`src/rtl/bfba_pkg.sv`:
```
`default_nettype none
package bfba_pkg;

   localparam int DEF_MAX_BLOCKS = 64;
   localparam int DEF_ADDR_BITS  = 24;

   localparam int FIELD_W  = 24;
   localparam int HDR_W    = 7;
   localparam int STATUS_W = 2;
   localparam int CSR_IDX_W = 1;

   localparam logic [FIELD_W-1:0] LIMIT_RESET  = 24'hFF_FFFF;
   localparam logic [HDR_W-1:0]   HEADER_RESET = 7'd24;

   localparam logic [CSR_IDX_W-1:0] REG_HEAP_LIMIT = 1'b0;
   localparam logic [CSR_IDX_W-1:0] REG_HEADER     = 1'b1;

   localparam logic OP_ALLOC = 1'b0;
   localparam logic OP_FREE  = 1'b1;

   localparam logic [STATUS_W-1:0] ST_DONE     = 2'd0;
   localparam logic [STATUS_W-1:0] ST_NO_SPACE = 2'd1;
   localparam logic [STATUS_W-1:0] ST_IGNORED  = 2'd2;

   typedef struct packed {
      logic                reused;
      logic [FIELD_W-1:0]  granted_address;
      logic [STATUS_W-1:0] status;
   } result_type;

endpackage
`default_nettype wire

```
`src/rtl/bfba_table.sv`:
```
`default_nettype none
module bfba_table #(
   parameter int DEPTH = bfba_pkg::DEF_MAX_BLOCKS,
   parameter int WIDTH = bfba_pkg::DEF_ADDR_BITS + bfba_pkg::FIELD_W + 1
) (
   input  wire logic                     clock,
   input  wire logic                     wr_en,
   input  wire logic [$clog2(DEPTH)-1:0] wr_addr,
   input  wire logic [WIDTH-1:0]         wr_data,
   input  wire logic                     rd_en,
   input  wire logic [$clog2(DEPTH)-1:0] rd_addr,
   output logic      [WIDTH-1:0]         rd_data
);

   logic [WIDTH-1:0] mem [DEPTH];
   logic [WIDTH-1:0] rd_data_ff;

   always_ff @(posedge clock) begin
      if (wr_en) begin
         mem[wr_addr] <= wr_data;
      end
      if (rd_en) begin
         rd_data_ff <= mem[rd_addr];
      end
   end

   assign rd_data = rd_data_ff;

endmodule
`default_nettype wire

```
`src/rtl/bfba_engine.sv`:
```
`default_nettype none
module bfba_engine #(
   parameter int MAX_BLOCKS = bfba_pkg::DEF_MAX_BLOCKS,
   parameter int ADDR_BITS  = bfba_pkg::DEF_ADDR_BITS,
   localparam int IDX_W = $clog2(MAX_BLOCKS),
   localparam int ENT_W = ADDR_BITS + bfba_pkg::FIELD_W + 1
) (
   input  wire logic                            clock,
   input  wire logic                            reset,
   input  wire logic                            req_valid,
   output logic                                 req_ready,
   input  wire logic                            req_op,
   input  wire logic [bfba_pkg::FIELD_W-1:0]    req_size,
   input  wire logic [bfba_pkg::FIELD_W-1:0]    req_addr,
   input  wire logic [bfba_pkg::FIELD_W-1:0]    cfg_limit,
   input  wire logic [bfba_pkg::HDR_W-1:0]      cfg_header,
   output logic                                 res_valid,
   input  wire logic                            res_ready,
   output bfba_pkg::result_type                 res,
   output logic                                 mem_wr_en,
   output logic      [IDX_W-1:0]                mem_wr_addr,
   output logic      [ENT_W-1:0]                mem_wr_data,
   output logic                                 mem_rd_en,
   output logic      [IDX_W-1:0]                mem_rd_addr,
   input  wire logic [ENT_W-1:0]                mem_rd_data
);

   localparam int FW    = bfba_pkg::FIELD_W;
   localparam int CNT_W = $clog2(MAX_BLOCKS + 1);
   localparam int CW    = ((ADDR_BITS > FW) ? ADDR_BITS : FW) + 2;
   localparam logic [CW-1:0] ADDR_MASK = CW'((64'd1 << ADDR_BITS) - 64'd1);

   localparam logic [1:0] S_IDLE = 2'd0;
   localparam logic [1:0] S_SCAN = 2'd1;
   localparam logic [1:0] S_DONE = 2'd2;

   logic [1:0]           state_ff, state_in;
   logic                 op_ff, op_in;
   logic [FW-1:0]        size_ff, size_in;
   logic [FW-1:0]        addr_ff, addr_in;
   logic [CNT_W-1:0]     rd_idx_ff, rd_idx_in;
   logic                 chk_vld_ff, chk_vld_in;
   logic [IDX_W-1:0]     chk_idx_ff, chk_idx_in;
   logic                 found_ff, found_in;
   logic [IDX_W-1:0]     best_idx_ff, best_idx_in;
   logic [FW-1:0]        best_len_ff, best_len_in;
   logic [ADDR_BITS-1:0] best_start_ff, best_start_in;
   logic                 best_free_ff, best_free_in;
   logic [CNT_W-1:0]     count_ff, count_in;
   logic [ADDR_BITS-1:0] top_ff, top_in;

   logic                 ent_free;
   logic [FW-1:0]        ent_len;
   logic [ADDR_BITS-1:0] ent_start;
   logic [CW-1:0]        ent_data_addr;
   logic                 take;
   logic [CW-1:0]        need;
   logic [CW-1:0]        eff_limit;
   logic [CW-1:0]        top_data_addr;
   logic [CW-1:0]        best_data_addr;

   assign ent_free  = mem_rd_data[0];
   assign ent_len   = mem_rd_data[FW:1];
   assign ent_start = mem_rd_data[ENT_W-1:FW+1];

   assign ent_data_addr  = (CW'(ent_start) + CW'(cfg_header)) & ADDR_MASK;
   assign need           = CW'(top_ff) + CW'(cfg_header) + CW'(size_ff);
   assign eff_limit      = (CW'(cfg_limit) > ADDR_MASK) ? ADDR_MASK : CW'(cfg_limit);
   assign top_data_addr  = CW'(top_ff) + CW'(cfg_header);
   assign best_data_addr = CW'(best_start_ff) + CW'(cfg_header);

   assign req_ready   = (state_ff == S_IDLE);
   assign mem_rd_en   = (state_ff == S_SCAN) && (rd_idx_ff < count_ff);
   assign mem_rd_addr = rd_idx_ff[IDX_W-1:0];

   always_comb begin
      if (op_ff == bfba_pkg::OP_ALLOC) begin
         take = ent_free && (ent_len >= size_ff) && (!found_ff || (best_len_ff > ent_len));
      end else begin
         take = (ent_data_addr == CW'(addr_ff)) && !found_ff;
      end
   end

   always_comb begin
      state_in      = state_ff;
      op_in         = op_ff;
      size_in       = size_ff;
      addr_in       = addr_ff;
      rd_idx_in     = rd_idx_ff;
      chk_vld_in    = 1'b0;
      chk_idx_in    = chk_idx_ff;
      found_in      = found_ff;
      best_idx_in   = best_idx_ff;
      best_len_in   = best_len_ff;
      best_start_in = best_start_ff;
      best_free_in  = best_free_ff;
      count_in      = count_ff;
      top_in        = top_ff;
      res_valid     = 1'b0;
      res           = '0;
      mem_wr_en     = 1'b0;
      mem_wr_addr   = best_idx_ff;
      mem_wr_data   = {best_start_ff, best_len_ff, 1'b0};

      case (state_ff)
         S_IDLE: begin
            if (req_valid) begin
               op_in     = req_op;
               size_in   = req_size;
               addr_in   = req_addr;
               rd_idx_in = '0;
               found_in  = 1'b0;
               state_in  = S_SCAN;
            end
         end
         S_SCAN: begin
            if (mem_rd_en) begin
               rd_idx_in  = rd_idx_ff + 1'b1;
               chk_vld_in = 1'b1;
               chk_idx_in = rd_idx_ff[IDX_W-1:0];
            end
            if (chk_vld_ff && take) begin
               found_in      = 1'b1;
               best_idx_in   = chk_idx_ff;
               best_len_in   = ent_len;
               best_start_in = ent_start;
               best_free_in  = ent_free;
            end
            if (!mem_rd_en && !chk_vld_ff) begin
               state_in = S_DONE;
            end
         end
         S_DONE: begin
            res_valid = 1'b1;
            if (op_ff == bfba_pkg::OP_ALLOC) begin
               if (found_ff) begin
                  mem_wr_en           = res_ready;
                  res.status          = bfba_pkg::ST_DONE;
                  res.granted_address = best_data_addr[FW-1:0];
                  res.reused          = 1'b1;
               end else if ((count_ff >= CNT_W'(MAX_BLOCKS)) || (need > eff_limit)) begin
                  res.status = bfba_pkg::ST_NO_SPACE;
               end else begin
                  mem_wr_en           = res_ready;
                  mem_wr_addr         = count_ff[IDX_W-1:0];
                  mem_wr_data         = {top_ff, size_ff, 1'b0};
                  res.status          = bfba_pkg::ST_DONE;
                  res.granted_address = top_data_addr[FW-1:0];
                  if (res_ready) begin
                     count_in = count_ff + 1'b1;
                     top_in   = need[ADDR_BITS-1:0];
                  end
               end
            end else begin
               if ((addr_ff != '0) && found_ff && !best_free_ff) begin
                  mem_wr_en   = res_ready;
                  mem_wr_data = {best_start_ff, best_len_ff, 1'b1};
                  res.status  = bfba_pkg::ST_DONE;
               end else begin
                  res.status = bfba_pkg::ST_IGNORED;
               end
            end
            if (res_ready) begin
               state_in = S_IDLE;
            end
         end
         default: begin
            state_in = S_IDLE;
         end
      endcase
   end

   always_ff @(posedge clock) begin
      if (reset) begin
         state_ff   <= S_IDLE;
         chk_vld_ff <= 1'b0;
         count_ff   <= '0;
         top_ff     <= '0;
      end else begin
         state_ff   <= state_in;
         chk_vld_ff <= chk_vld_in;
         count_ff   <= count_in;
         top_ff     <= top_in;
      end
      op_ff         <= op_in;
      size_ff       <= size_in;
      addr_ff       <= addr_in;
      rd_idx_ff     <= rd_idx_in;
      chk_idx_ff    <= chk_idx_in;
      found_ff      <= found_in;
      best_idx_ff   <= best_idx_in;
      best_len_ff   <= best_len_in;
      best_start_ff <= best_start_in;
      best_free_ff  <= best_free_in;
   end

   a_count_bound: assert property (@(posedge clock) disable iff (reset)
      count_ff <= CNT_W'(MAX_BLOCKS))
      else $error("table count beyond depth");

   a_write_at_end: assert property (@(posedge clock) disable iff (reset)
      mem_wr_en |-> (state_ff == S_DONE) && res_ready)
      else $error("table written outside completion");

   a_check_follows_read: assert property (@(posedge clock) disable iff (reset)
      chk_vld_ff |-> $past(mem_rd_en))
      else $error("entry checked without a read");

   a_no_read_on_write: assert property (@(posedge clock) disable iff (reset)
      mem_wr_en |-> !mem_rd_en)
      else $error("read and write overlap");

   a_top_grows: assert property (@(posedge clock) disable iff (reset)
      (count_ff != $past(count_ff)) |-> (top_ff >= $past(top_ff)))
      else $error("heap top moved back on append");

endmodule
`default_nettype wire

```
`src/rtl/best_fit_block_allocator_core.sv`:
```
`default_nettype none
// Best-fit heap block allocator. Each request transaction (req_tuser 0 allocate,
// 1 free) walks the block table held in a single-port-read synchronous RAM, one
// entry per cycle. One result transaction per request; a finished result waits
// in an output register while the next request is taken. Registers: index 0
// heap limit, index 1 header bytes (0 acts as 1). Write them only while the
// block is idle.
module best_fit_block_allocator_core #(
   parameter int MAX_BLOCKS = bfba_pkg::DEF_MAX_BLOCKS,
   parameter int ADDR_BITS  = bfba_pkg::DEF_ADDR_BITS
) (
   input  wire logic                              clock,
   input  wire logic                              reset,
   input  wire logic                              req_tvalid,
   output logic                                   req_tready,
   input  wire logic [47:0]                       req_tdata,   // request_size, data_address
   input  wire logic                              req_tuser,   // op
   output logic                                   rsp_tvalid,
   input  wire logic                              rsp_tready,
   output logic      [31:0]                       rsp_tdata,   // status, granted_address, reused
   input  wire logic                              csr_wr_en,
   input  wire logic [bfba_pkg::CSR_IDX_W-1:0]    csr_index,
   input  wire logic [bfba_pkg::FIELD_W-1:0]      csr_wr_data
);

   localparam int IDX_W = $clog2(MAX_BLOCKS);
   localparam int ENT_W = ADDR_BITS + bfba_pkg::FIELD_W + 1;
   localparam int RES_W = $bits(bfba_pkg::result_type);

   logic [bfba_pkg::FIELD_W-1:0] limit_ff, limit_in;
   logic [bfba_pkg::HDR_W-1:0]   header_ff, header_in;
   logic [bfba_pkg::HDR_W-1:0]   eff_header;

   logic                 rsp_vld_ff, rsp_vld_in;
   bfba_pkg::result_type rsp_ff, rsp_in;

   logic                 res_valid, res_ready;
   bfba_pkg::result_type res;

   logic             mem_wr_en, mem_rd_en;
   logic [IDX_W-1:0] mem_wr_addr, mem_rd_addr;
   logic [ENT_W-1:0] mem_wr_data, mem_rd_data;

   always_comb begin
      limit_in  = limit_ff;
      header_in = header_ff;
      if (csr_wr_en) begin
         case (csr_index)
            bfba_pkg::REG_HEAP_LIMIT: limit_in  = csr_wr_data;
            bfba_pkg::REG_HEADER:     header_in = csr_wr_data[bfba_pkg::HDR_W-1:0];
            default: ;
         endcase
      end
   end

   assign eff_header = (header_ff == '0) ? bfba_pkg::HDR_W'(1) : header_ff;

   assign res_ready  = !rsp_vld_ff || rsp_tready;
   assign rsp_vld_in = res_valid || (rsp_vld_ff && !rsp_tready);
   assign rsp_in     = (res_valid && res_ready) ? res : rsp_ff;

   always_ff @(posedge clock) begin
      if (reset) begin
         limit_ff   <= bfba_pkg::LIMIT_RESET;
         header_ff  <= bfba_pkg::HEADER_RESET;
         rsp_vld_ff <= 1'b0;
      end else begin
         limit_ff   <= limit_in;
         header_ff  <= header_in;
         rsp_vld_ff <= rsp_vld_in;
      end
      rsp_ff <= rsp_in;
   end

   assign rsp_tvalid = rsp_vld_ff;
   assign rsp_tdata  = {(32 - RES_W)'(0), rsp_ff};

   bfba_table #(
      .DEPTH (MAX_BLOCKS),
      .WIDTH (ENT_W)
   ) u_table (
      .clock   (clock),
      .wr_en   (mem_wr_en),
      .wr_addr (mem_wr_addr),
      .wr_data (mem_wr_data),
      .rd_en   (mem_rd_en),
      .rd_addr (mem_rd_addr),
      .rd_data (mem_rd_data)
   );

   bfba_engine #(
      .MAX_BLOCKS (MAX_BLOCKS),
      .ADDR_BITS  (ADDR_BITS)
   ) u_engine (
      .clock       (clock),
      .reset       (reset),
      .req_valid   (req_tvalid),
      .req_ready   (req_tready),
      .req_op      (req_tuser),
      .req_size    (req_tdata[23:0]),
      .req_addr    (req_tdata[47:24]),
      .cfg_limit   (limit_ff),
      .cfg_header  (eff_header),
      .res_valid   (res_valid),
      .res_ready   (res_ready),
      .res         (res),
      .mem_wr_en   (mem_wr_en),
      .mem_wr_addr (mem_wr_addr),
      .mem_wr_data (mem_wr_data),
      .mem_rd_en   (mem_rd_en),
      .mem_rd_addr (mem_rd_addr),
      .mem_rd_data (mem_rd_data)
   );

endmodule
`default_nettype wire
```
`config.mk`:
```
export PLATFORM = sky130hd
export DESIGN_NAME = best_fit_block_allocator_core
export DESIGN_NICKNAME = d
export VERILOG_FILES = /design/src/rtl/bfba_pkg.sv /design/src/rtl/bfba_table.sv /design/src/rtl/bfba_engine.sv /design/src/rtl/best_fit_block_allocator_core.sv
export SDC_FILE = /design/constraint.sdc
export NUM_CORES = 2
export LEC_CHECK = 0
export BUFFER_PORTS_ARGS = -buffer_cell sky130_fd_sc_hd__buf_4
export CAP_MARGIN = 15
export CELL_PAD_IN_SITES_DETAIL_PLACEMENT = 1
export CELL_PAD_IN_SITES_GLOBAL_PLACEMENT = 2
export CORE_MARGIN = 1
export CORE_UTILIZATION = 50
export CTS_BUF_LIST = sky130_fd_sc_hd__clkbuf_16
export DETAILED_ROUTE_END_ITERATION = 6
export PLACE_DENSITY_LB_ADDON = 0.1
export RECOVER_POWER = 50
export SETUP_SLACK_MARGIN = 0.3
export SLEW_MARGIN = 20
export SYNTH_ARGS = -nofsm -noshare
export SYNTH_HDL_FRONTEND = slang
export SYNTH_SLANG_ARGS = --single-unit
```
`constraint.sdc`:
```
create_clock -name clock -period 23.4 [get_ports clock]
set_clock_uncertainty 0.2 [all_clocks]
set_input_delay 1.17 -clock clock [delete_from_list [all_inputs] [get_ports clock]]
set_output_delay 1.17 -clock clock [all_outputs]
set_load 0.01 [all_outputs]
```
# After elaboration in Yosys (flattened, before gate mapping)
# Memories as Yosys holds them, arrays and structs flattened. A register that Yosys moved wholly into a read port is not among the register bits.
# Index checks and enable logic that the tools add are counted.
# totals
register_bits	211
ram_bits	3136
in_bits	79
out_inout_bits	34
elab_cells	117
mem_count	1
# op_classes
addsub	6
n_lt_le_gt_ge	5
eq_ne	8
muxes	36
n_bitwise	6
reduce_logical	35
# mem_list
name	words	word_bits	read_ports	rd_clocked_by_memory_dff	wr	line	text
u_table.mem	64	49	1	1	1	bfba_table.sv:15	logic [WIDTH-1:0] mem [DEPTH];
# ops
op	count
two-way mux 49 bit	4
adder 24 x 7 -> 24 bit	2
adder 26 x 24 -> 26 bit	1
greater-than comparator 26 x 24 -> 1 bit	1
two-way mux 26 bit	1
adder 24 x 7 -> 25 bit	1
== test 24 bit	1
greater-or-equal comparator 24 bit	1
greater-than comparator 24 bit	1
two-way mux 24 bit	1
two-way mux 6 bit	4
nonzero test 24 bit	1
two-way mux 7 bit	3
two-way mux 1 bit	15
adder 7 x 1 -> 7 bit (second input constant)	2
one-hot mux 7 bit (2 select lines)	1
logical AND 1 bit	10
two-way mux 2 bit	5
AND reduction 2 bit	5
AND reduction 3 bit	3
!= test 2 bit (second input constant)	4
greater-or-equal comparator 7 bit (second input constant)	1
logical NOT 7 bit	1
less-than comparator 7 bit	1
other kinds (12)	26

# Longest topological paths before layout
# depth
depth_word	12
mapped_depth	31

# Cells and area by module
# From an unflattened synthesis, not the netlist that was laid out.
# unflattened
cells_unflattened	6737
area_unflattened_um2	134236.2
# by_module_without_submodules
module	n_inst	cells_per_inst	area_each_um2	seq_area_each_um2
bfba_table	1	5283	120486.8	95641.7
bfba_engine	1	1268	11476.0	4224.1
best_fit_block_allocator_core	1	186	2273.4	1451.4

# Worst setup path after synthesis
# OpenSTA, ideal clock, no wires.
# synth_timing
kind	register -> register
startpoint	reg header_ff[1] in the netlist's numbering
endpoint	mem u_table.mem[42][0] in the netlist's numbering (enable)
setup_ns	0.456
t_arrival_ns	8.232
setup_slack_ns	14.513
stages_incl_launch_ff	30
path_buffers	1
period_less_slack_ns	8.887
cell_sequence	dfxtp_1 nor4_1 a21o_1 ha_1 inv_1 fa_1 nand2b_1 a21oi_1 o221a_2 and3_1 xor2_1 ha_1 and2_1 nand3_1 o221a_2 o211ai_1 a211oi_1 or4b_2 o2111ai_1 ha_1 nand2_1 or2_2 nor3_1 nand2_1 o31ai_2 o2111ai_4 buf_6 nor4b_4 o221ai_2 nor2_1
# synth_between
elab_chain_len	12
word_cells_on_any_way	16
# synth_lines
item	line	text
start, declared	best_fit_block_allocator_core.sv:31	logic [bfba_pkg::HDR_W-1:0] header_ff, header_in;
start signal, assigned	best_fit_block_allocator_core.sv:65	header_ff <= bfba_pkg::HEADER_RESET;
start signal, assigned	best_fit_block_allocator_core.sv:69	header_ff <= header_in;
logical NOT 7 bit	best_fit_block_allocator_core.sv:56	assign eff_header = (header_ff == '0) ? bfba_pkg::HDR_W'(1) : header_ff;
two-way mux 7 bit (*)	best_fit_block_allocator_core.sv:56	
adder 24 x 7 -> 25 bit (*)	bfba_engine.sv:67	assign need = CW'(top_ff) + CW'(cfg_header) + CW'(size_ff);
adder 26 x 24 -> 26 bit (*)	bfba_engine.sv:67	
named net u_engine.need[23]	bfba_engine.sv:57	logic [CW-1:0] need;
greater-than comparator 26 x 24 -> 1 bit (*)	bfba_engine.sv:141	end else if ((count_ff >= CNT_W'(MAX_BLOCKS)) || (need > eff_limit)) begin
logical OR 1 bit (*)	bfba_engine.sv:141	
two-way mux 1 bit	bfba_engine.sv:141	
two-way mux 1 bit	bfba_engine.sv:136	if (found_ff) begin
two-way mux 1 bit	bfba_engine.sv:135	if (op_ff == bfba_pkg::OP_ALLOC) begin
two-way mux 1 bit	bfba_engine.sv:105	case (state_ff)
two-way mux 1 bit	bfba_table.sv:19	if (wr_en) begin
two-way mux 1 bit (not written as such)	bfba_table.sv:20	mem[wr_addr] <= wr_data;
end, declared	bfba_table.sv:15	
# Mark *: on every way through the listed nets, which the timed path passes. The rest lies on a longest branch.

# Final worst setup path
# layout_timing
startpoint	reg header_ff[1] in the netlist's numbering
endpoint	mem u_table.mem[56][21] in the netlist's numbering, data pin
# layout_between
elab_chain_len	10
# layout_lines
item	line	text
logical NOT 7 bit	best_fit_block_allocator_core.sv:56	
two-way mux 7 bit (*)	best_fit_block_allocator_core.sv:56	
adder 24 x 7 -> 25 bit (*)	bfba_engine.sv:67	
adder 26 x 24 -> 26 bit (*)	bfba_engine.sv:67	
named net u_engine.need[23]	bfba_engine.sv:57	
greater-than comparator 26 x 24 -> 1 bit (*)	bfba_engine.sv:141	
logical OR 1 bit (*)	bfba_engine.sv:141	
two-way mux 49 bit (*)	bfba_engine.sv:141	
two-way mux 49 bit (*)	bfba_engine.sv:136	
two-way mux 49 bit (*)	bfba_engine.sv:135	
two-way mux 49 bit (*)	bfba_engine.sv:105	
named net mem_wr_data[21]	best_fit_block_allocator_core.sv:42	logic [ENT_W-1:0] mem_wr_data, mem_rd_data;
# Marks and branches as above.

==> impl_metrics.py <==
metrics = {
    "run_status": {
        "status": "finished, violations left",
        "violations": "max-capacitance violations, max-slew violations",
    },
    "synthesis": {
        "synthAdderAreaFrac": 0.01234,
        "synth_compound_area_frac": 0.01894,
        "syn_avg_cell_area_um2": 22.61,
        "synth_edf_count": 3330,
        "synth_flop_cell": "edfxtp_1",
        "synth_top_family_by_area": "multiplexers",
        "synth_xor_area_frac": 0.006587,
        "synth_seq_cells": 3396,
        "async_flop_share": 0,
        "netlist_area_um2": 134300,
        "syn_inst": 5938,
        "yosys_warnings": 0,
        "ys_top_cells_by_area": "edfxtp_1, mux4_2, ha_1",
        "synth_mux_area_frac": 0.1750,
        "ys_seq_area_frac": 0.7545,
        "synthSimpleGateAreaFrac": 0.01995,
        "synth_top_area_share": 0.7446,
        "ys_types": 94,
        "yosysTopAreaCell": "edfxtp_1",
    },
    "global_routing": {
        "antenna_found_initial": 61,
        "grt_first_pass_wirelength_mm": 543.0,
        "track_usage": 0.2918,
        "grt_max_degree": 143,
        "grt_overflow": 0,
        "grt_pass1_vias": 66110,
    },
    "pwr": {
        "p_clk_frac": 0.409,
        "p_leak_uw": 0.04736,
        "p_switching_uw": 3022,
        "p_per_area_nw_per_um2": 87.20,
        "seqPwrFrac": 0.507,
        "irDropWorstVdd_uv": 80.16,
        "power_frac_comb": 0.084,
        "sw_frac_of_total": 0.2301,
        "p_int_uw": 10110,
    },
    "layout": {
        "layout.nets": 6495,
        "utilization": 0.5661,
        "fillers": 22080,
        "multi_input_comb_area_um2": 31650,
        "drive_above_1_share": 0.2740,
        "mostFrequentLayoutCells": "edfxtp_1, mux4_2, clkbuf_16, inv_1, buf_4",
        "instances_no_fill": 10110,
        "area_growth_pct": 12.15,
        "final_common_cell": "edfxtp_1",
        "regArea_um2": 101300,
    },
    "sta": {
        "setup_violations": 0,
        "worst_pin_slew_ps": 8550,
        "finalHoldViolCount": 0,
        "finalCritPeriodShare": 0.6849,
        "period_needed_ps": 16030,
        "fin_setup_tns_ps": 0,
        "rsz0062_at_grt": "no",
        "clock.fmax_mhz": 62.40,
        "relSlewSlack": -4.700,
        "layout_setup_ws_ps": 7374,
        "slew_viol_final": 3757,
    },
    "clock_tree": {
        "cts_tree": "yes",
        "cts_sinks": 3396,
        "cts_setup_buffers": 0,
        "ctsHoldBuffers": 0,
        "ctsResizeCount": 0,
        "cts_max_path_buffers": 4,
        "clock_latency_ps": 960,
        "path_clk_slew_ps": 60,
        "cts.htree.levels": 5,
        "clk_root_buffer_cell": "clkbuf_16",
        "cts-buffers-inserted": 352,
    },
    "routing": {
        "first_pass_iters": 6,
        "vias": 65690,
        "final_antenna_net_count": 0,
        "drt-total-wl_mm": 393.4,
        "vias_per_cell": 6.496,
        "post_drt_wl_per_cell_um": 38.90,
        "drtIter0Drc": 8379,
        "drc": 0,
    },
    "worst_setup_path": {
        "worstPathArrival_ps": 16020,
        "cpPeakStageDelay_ps": 3880,
        "crit_top_cell": "ha_1",
        "endpoint_kind": "flip-flop",
        "crit_fanout": 89,
        "reg2reg_slack_ps": 7370,
        "critical_path_required_ps": 23400,
        "worstSetupStartpointType": "flip-flop",
        "criticalPathCategory": "flip-flop to flip-flop",
        "slowest_stage": "clkbuf_1",
    },
    "die": {
        "rows": 189,
        "fp.dieW_um": 520.2,
        "initial_core_util": 0.5048,
        "die_h_um": 520.2,
        "die_area_um2": 270700,
        "ios": 113,
        "core_area_um2": 266000,
    },
    "place": {
        "dpl.hpwl_mm": 241.8,
        "numPlacedInstances": 9465,
        "port_buffers": 107,
        "gp_congestion": 0.8576,
        "pre_cts_ws_ps": 13350,
    },
    "flow_run": {
        "maxCapViolCount": 74,
    },
    "min_path": {
        "hold_class": "input pin to flip-flop",
    },
}
[Yosys cell counts (7+ instances only)]
cell type,instances
nor3_1,25
inv_1,117
buf_6,11
buf_2,57
buf_1,24
ha_1,126
a31oi_1,9
nor2b_1,20
nor2_2,10
a21o_1,32
nand2b_1,15
o21ai_0,44
xor2_1,37
edfxtp_1,3330
a21oi_1,80
nor3b_1,8
and3_1,21
dfxtp_1,66
and4_1,10
nand2_1,136
mux2_2,11
a22o_1,13
nand3_1,32
mux2_1,13
o21ai_1,31
xnor2_1,64
nor2_1,144
nor4_1,15
o211ai_1,8
o21a_1,8
nand4_1,25
a211o_1,27
o221ai_2,9
clkbuf_1,185
a211oi_1,10
buf_4,10
mux4_2,1029
and2_1,7
[critical path, delay by kind of cell, from the launching register on]
kind,cells,cell delay (ps)
fa+ha+maj,4,1160
flops,1,410
xor+xnor,1,90
simple gates,8,2010
compound gates,12,5810
buf+inv,3,5450
[final timing paths]
path / start / end / depth (start not counted)
worst max-delay path: header_ff[1] / u_table.mem[56][21] / 28
worst min-delay path: req_tdata[32] / u_engine.addr_ff[8] / 1
worst max register to register: header_ff[1] / u_table.mem[56][21] / 28
worst min register to register: u_engine.chk_idx_ff[0] / u_engine.best_idx_ff[0] / 0
[sequential cells by signal (all words and copies together), names as in the netlist, 2 cells and up]
register / cells
u_engine.count_ff: 7
u_engine.state_ff: 2
u_engine.top_ff: 24
u_engine.best_start_ff: 24
u_engine.size_ff: 24
limit_ff: 24
u_engine.addr_ff: 24
u_engine.chk_idx_ff: 6
header_ff: 7
u_engine.rd_idx_ff: 7
u_table.rd_data: 49
u_engine.best_len_ff: 24
u_table.mem: 3136
u_engine.best_idx_ff: 6
rsp_tdata: 27
[layout make-up]
| class | count | area share |
|---|---|---|
| Timing Repair Buffer | 277 | 0.01197 |
| Clock inverter | 264 | 0.01299 |
| Sequential cell | 3396 | 0.6727 |
| Clock buffer | 358 | 0.05948 |
| Multi-Input combinational cell | 2142 | 0.2101 |
| Inverter | 117 | 0.002916 |
| Antenna cell | 25 | 0.0004154 |
| Tap cell | 3533 | 0.02935 |
[per-layer routing]
layer	routed length [um]	GRT usage	vias up
met5	26	0	-
met4	13230	0.09117	4
met3	32370	0.04721	564
met2	189200	0.4621	2936
met1	158600	0.4206	36290
li1	-	-	25900
[power by group through the flow]
| stage | clock network (uW) | registers [uW] | logic, uW |
|---|---|---|---|
| after global placement | 0 | 6790 | 1100 |
| after detailed placement | 0 | 6790 | 1100 |
| final | 5370 | 6660 | 1100 |
| after global routing | 5640 | 6660 | 1140 |
| after CTS | 5450 | 6660 | 1100 |
| after floorplan | 0 | 6770 | 643 |
[stage by stage]
| step | instance area [um^2] | hold slack (ps) | total power (uW) |
|---|---|---|---|
| after floorplan | 134300 | 200.3 | 7413 |
| after global placement | 140500 | 203.2 | 7883 |
| after detailed placement | 140500 | 206.3 | 7886 |
| after CTS | 151400 | 110.7 | 13210 |
| after global routing | 150600 | 159.9 | 13440 |
| final | 150600 | 199.8 | 13130 |
[kinds of logic (layout without fill, tap and decap cells)]
group | after synthesis | after routing
compound gates | 337 | 337
xor+xnor | 101 | 101
fa+ha+maj | 130 | 130
buf+inv | 404 | 1016
flops | 3396 | 3396
mux | 1058 | 1058
other cells | 1 | 30
simple gates | 511 | 511
Power figures use the tool's default switching activity.
